File: src/hw/rtl/ftc_pkg.sv
// shared types and constants for the frustum culling test
package ftc_pkg;

  localparam int COORD_WIDTH_DEF = 16;
  localparam int FRAC_BITS_DEF   = 8;
  localparam int PLANE_COUNT     = 6;
  localparam int PART_W          = 16;
  localparam int PLANE_W         = 4 * PART_W;
  localparam int PLANE_IDX_W     = 3;
  localparam int CFG_IDX_W       = 3;
  localparam int QUEUE_DEPTH     = 2;

  // request kind codes as seen on the input
  localparam logic [1:0] KIND_POINT  = 2'd0;
  localparam logic [1:0] KIND_SPHERE = 2'd1;
  localparam logic [1:0] KIND_BOX    = 2'd2;

  typedef enum logic [1:0] {
    CLS_POINT,
    CLS_SPHERE,
    CLS_BOX,
    CLS_NONE
  } class_t;

  typedef enum logic [2:0] {
    ST_IDLE,
    ST_L2,
    ST_SQRT,
    ST_DLOAD,
    ST_DIV,
    ST_EVAL,
    ST_DONE
  } state_t;

endpackage

File: src/hw/rtl/ftc_front.sv
// front end: request decode and a short queue toward the engine
module ftc_front import ftc_pkg::*; #(
  parameter int COORD_WIDTH = COORD_WIDTH_DEF
) (
  input  logic                     clk,
  input  logic                     rst_n,
  input  logic                     in_push,
  output logic                     in_full,
  input  logic [1:0]               in_kind,
  input  logic [7*COORD_WIDTH-2:0] in_data,
  output logic                     q_empty,
  input  logic                     q_pop,
  output class_t                   q_cls,
  output logic [7*COORD_WIDTH-2:0] q_data
);

  localparam int DATA_W = 7 * COORD_WIDTH - 1;

  class_t              cls_mem [QUEUE_DEPTH];
  logic [DATA_W-1:0]   data_mem [QUEUE_DEPTH];
  logic                wp_r, wp_nxt, rp_r, rp_nxt;
  logic [1:0]          cnt_r, cnt_nxt;
  class_t              cls_dec;
  logic                push_ok;

  // classify the request kind
  always_comb begin
    unique case (in_kind)
      KIND_POINT:  cls_dec = CLS_POINT;
      KIND_SPHERE: cls_dec = CLS_SPHERE;
      KIND_BOX:    cls_dec = CLS_BOX;
      default:     cls_dec = CLS_NONE;
    endcase
  end

  assign in_full = (cnt_r == 2'(QUEUE_DEPTH));
  assign q_empty = (cnt_r == 2'd0);
  assign push_ok = in_push && !in_full;
  assign q_cls   = cls_mem[rp_r];
  assign q_data  = data_mem[rp_r];

  // pointer and count update
  always_comb begin
    wp_nxt  = wp_r ^ push_ok;
    rp_nxt  = rp_r ^ q_pop;
    cnt_nxt = cnt_r + 2'(push_ok) - 2'(q_pop);
  end

  always_ff @(posedge clk) begin
    if (!rst_n) begin
      wp_r  <= 1'b0;
      rp_r  <= 1'b0;
      cnt_r <= 2'd0;
    end else begin
      wp_r  <= wp_nxt;
      rp_r  <= rp_nxt;
      cnt_r <= cnt_nxt;
    end
  end

  // queue storage
  always_ff @(posedge clk) begin
    if (push_ok) begin
      cls_mem[wp_r]  <= cls_dec;
      data_mem[wp_r] <= in_data;
    end
  end

endmodule

File: config.mk
export PLATFORM = sky130hd
export DESIGN_NAME = ftc_front
export DESIGN_NICKNAME = d
export VERILOG_FILES = /design/src/hw/rtl/ftc_pkg.sv /design/src/hw/rtl/ftc_front.sv
export SDC_FILE = /design/constraint.sdc
export NUM_CORES = 1
export LEC_CHECK = 0
export ABC_AREA = 1
export BUFFER_PORTS_ARGS = -buffer_cell sky130_fd_sc_hd__buf_2
export CORE_ASPECT_RATIO = 0.8
export CORE_MARGIN = 2
export CORE_UTILIZATION = 30
export CTS_BUF_LIST = sky130_fd_sc_hd__clkbuf_8
export DETAILED_ROUTE_END_ITERATION = 10
export GPL_TIMING_DRIVEN = 0
export HOLD_SLACK_MARGIN = 0.08
export MAX_ROUTING_LAYER = met4
export PLACE_DENSITY = 0.55
export SLEW_MARGIN = 5
export SYNTH_ARGS = -nofsm -noshare
export SYNTH_HDL_FRONTEND = slang
export SYNTH_SLANG_ARGS = --single-unit
File: constraint.sdc
create_clock -name clk -period 3.9 [get_ports clk]
set_input_delay 0.78 -clock clk [delete_from_list [all_inputs] [get_ports clk]]
set_output_delay 0.78 -clock clk [all_outputs]
set_load 0.02 [all_outputs]
==> impl_metrics.csv <==
group,metric,value,unit
clock_tree,post-cts-setup-buffers,0,
critical_path,critPathKind,"reg -> out",
job,drv_cap,0,
synth,ys_ff_latch,231,
grt,use_met2,0.177,
synth,synth_edf_count,226,
power_and_ir_drop,p_int,4.51,mW
routing,final_antenna_net_count,0,
clock_tree,cts_root_buf,"clkbuf_8",
grt,grt_max_degree,59,
placement,dp.cells,986,
outcome,outcome,"finished with violations",
critical_path,cp.required,3120,ps
floorplanning,die_w,194,um
power_and_ir_drop,power.leakage,4.35,nW
layout,layout.nets,779,
sta,max_freq,0.380,GHz
synth,synth_warnings,0,
sta,finClkSkew,11.7,ps
sta,final_max_slew_viol_count,0,
grt,antenna_found_initial,0,
synth,synth_top_area_frac,0.780,
routing,wirelength,17000,um
min_path,min_from,"in_data[90]",
placement,pre_cts_slack,1210,ps
layout,diodes,0,
placement,numPortBuffers,229,
synth,synthTopCellsByCount,"edfxtp_1 (226), mux2_4 (70), mux2_2 (43), buf_6 (8), inv_1 (8)",
power_and_ir_drop,p_clk_frac,0.323,
power_and_ir_drop,total_power,6.08,mW
sta,relSlewSlack,0.426,
synth,ys_types,16,
routing,vias,4438,
floorplanning,die_area,0.0304,sq mm
clock_tree,numCtsBuffers,40,
critical_path,start_kind,"flop",
sta,rsz0062_at_grt,"false",
routing,drt-initial-drc-count,210,
layout,syn_to_final_growth,27.8,%
synth,syn-cell-area,0.00870,sq mm
routing,avgViaCountPerCell,4.20,
clock_tree,cts.clk_slew.worst_paths,60,ps
grt,use_met3,0.0496,
floorplanning,num_io_pins,232,
synth,synth_flop_cell,"edfxtp_1",
clock_tree,cts.path.max_buffers,3,
power_and_ir_drop,pwr-share-comb,0.171,
floorplanning,fp.dieH,156,um
routing,wl_per_cell,16.1,um
critical_path,critPathMaxFanout,10,
critical_path,r2r_start,"cnt_r[1]",
sta,min_period_over_period,0.675,
floorplanning,start_util,0.306,
clock_tree,cts_tree,"done",
synth,syn-num-nets,506,
sta,period_minus_slack,2630,ps
grt,grt_busiest_layer,"met2",
min_path,min-delay-path-class,"in -> reg",
clock_tree,clk_latency,530,ps
power_and_ir_drop,p_switching,1.57,mW
critical_path,cp-end-kind,"primary output",
grt,grt_overflow,0,
clock_tree,clock_sinks,231,
power_and_ir_drop,pwr_density_cell,547,mW/mm^2
grt,grt_pass1_wl,25700,um
placement,gp_congestion,0.783,
grt,grt_pass1_vias,4722,
placement,hpwl,11700,um
sta,setup_slack,1270,ps
sta,tightest_slew,860,ps
synth,avgSynthCellArea,22.6,sq um
clock_tree,postCtsHoldBufs,0,
layout,drive_gt1_frac,0.590,
synth,postSynthCellCount,385,
grt,grt.total_usage,0.115,
sta,finalSetupViolCount,0,
sta,tns,0,ps
clock_tree,cts.htree.levels,2,
synth,synthTopCellsByArea,"edfxtp_1 (78%), mux2_4 (12%), mux2_2 (5.6%)",
clock_tree,cts_resized,0,
routing,dr.pass1.iters,9,
routing,post-route-drc-count,17,
power_and_ir_drop,seq_power_share,0.506,
power_and_ir_drop,ir_drop,0.352,mV
layout,fin_cells,1057,
sta,hold_viol_final,0,
outcome,violations,"DRC",
synth,synthArstFlopShare,0,
floorplanning,coreArea,0.0284,sq mm
synth,synth_top_area_cell,"edfxtp_1",
critical_path,worstPathArrival,1850,ps
synth,synth.most_common_cell,"edfxtp_1",
grt,grtUsageMet1,0.131,
synth,ys_seq_area_frac,0.792,
power_and_ir_drop,switching_share,0.258,
floorplanning,rows,55,
-- power by group through the flow --
| stage | sequential, mW | combinational [mW] | clock, mW |
|---|---|---|---|
| 6_report | 3.08 | 1.04 | 1.97 |
| 5_1_grt | 3.10 | 1.12 | 2.17 |
| 4_1_cts | 3.08 | 1.07 | 2.06 |
| 3_5_place_dp | 3.13 | 1.06 | 0 |
| 3_3_place_gp | 3.16 | 1.01 | 0 |
| 2_1_floorplan | 3.14 | 0.689 | 0 |
-- cell families after synthesis --
kind of cell	count (synthesis)	synth area share
adder cells (fa/ha/maj)	4	0.00576
XOR/XNOR	1	0.00101
AND/OR/NAND/NOR	11	0.00489
buffers and inverters	23	0.0187
flip-flops	231	0.792
AO/OA/AOI/OAI	2	0.00115
multiplexers	113	0.177
-- flip-flops by register name, indices dropped and copies added, names as in the netlist, named ones only --
register,count
cls_mem,4
rp_r,1
cnt_r,2
wp_r,1
data_mem,222
-- routing by layer --
metal / vias up / wire length, um
li1: 2066 / -
met1: 2145 / 6880
met2: 187 / 7870
met3: 40 / 1800
met4: 0 / 440
met5: - / 0
-- through the flow --
stage / util / area (sq um) / hold slack (ps)
after global placement: 0.363 / 10300 / 498
after CTS: 0.391 / 11100 / 366
after detailed placement: 0.365 / 10400 / 506
after global routing: 0.391 / 11100 / 374
after floorplan: - / 8700 / 480
final: 0.391 / 11100 / 429
-- critical path, stage by stage (launching register included) --
cell     delay (ps)
dfxtp_1         320
buf_6           110
buf_8           180
buf_6           210
mux2_4          310
buf_2           170
-- layout make-up --
| type | count | area [sq um] |
|---|---|---|
| sequential | 231 | 6890 |
| clock buffer | 42 | 578 |
| tap | 370 | 463 |
| multi-input combinational | 131 | 1670 |
| buffer | 15 | 133 |
| fill | 2596 | 17300 |
| timing repair buffer | 231 | 1200 |
| clock inverter | 29 | 148 |
| inverter | 8 | 30.0 |
-- cells in the final DEF, fill, tap and decap left out, drive strengths merged --
cell,n
inv,25
ha,4
a21oi,1
buf,244
nand2,4
nor2,6
clkbuf,44
mux2,113
bufinv,1
clkinvlp,2
o21ai,1
xnor2,1
nand3,1
clkinv,9
edfxtp,226
dfxtp,5
-- worst paths after layout --
| path | slack, ps | cells past startpoint | to |
|---|---|---|---|
| setup / recovery | 1270 | 5 | q_data[42] |
| hold / removal | 430 | 1 | data_mem[0][90] |
| setup reg to reg | 1700 | 5 | data_mem[0][44] |
| hold reg to reg | 510 | 2 | rp_r |
No activity file was read; power rests on OpenSTA's default activity.
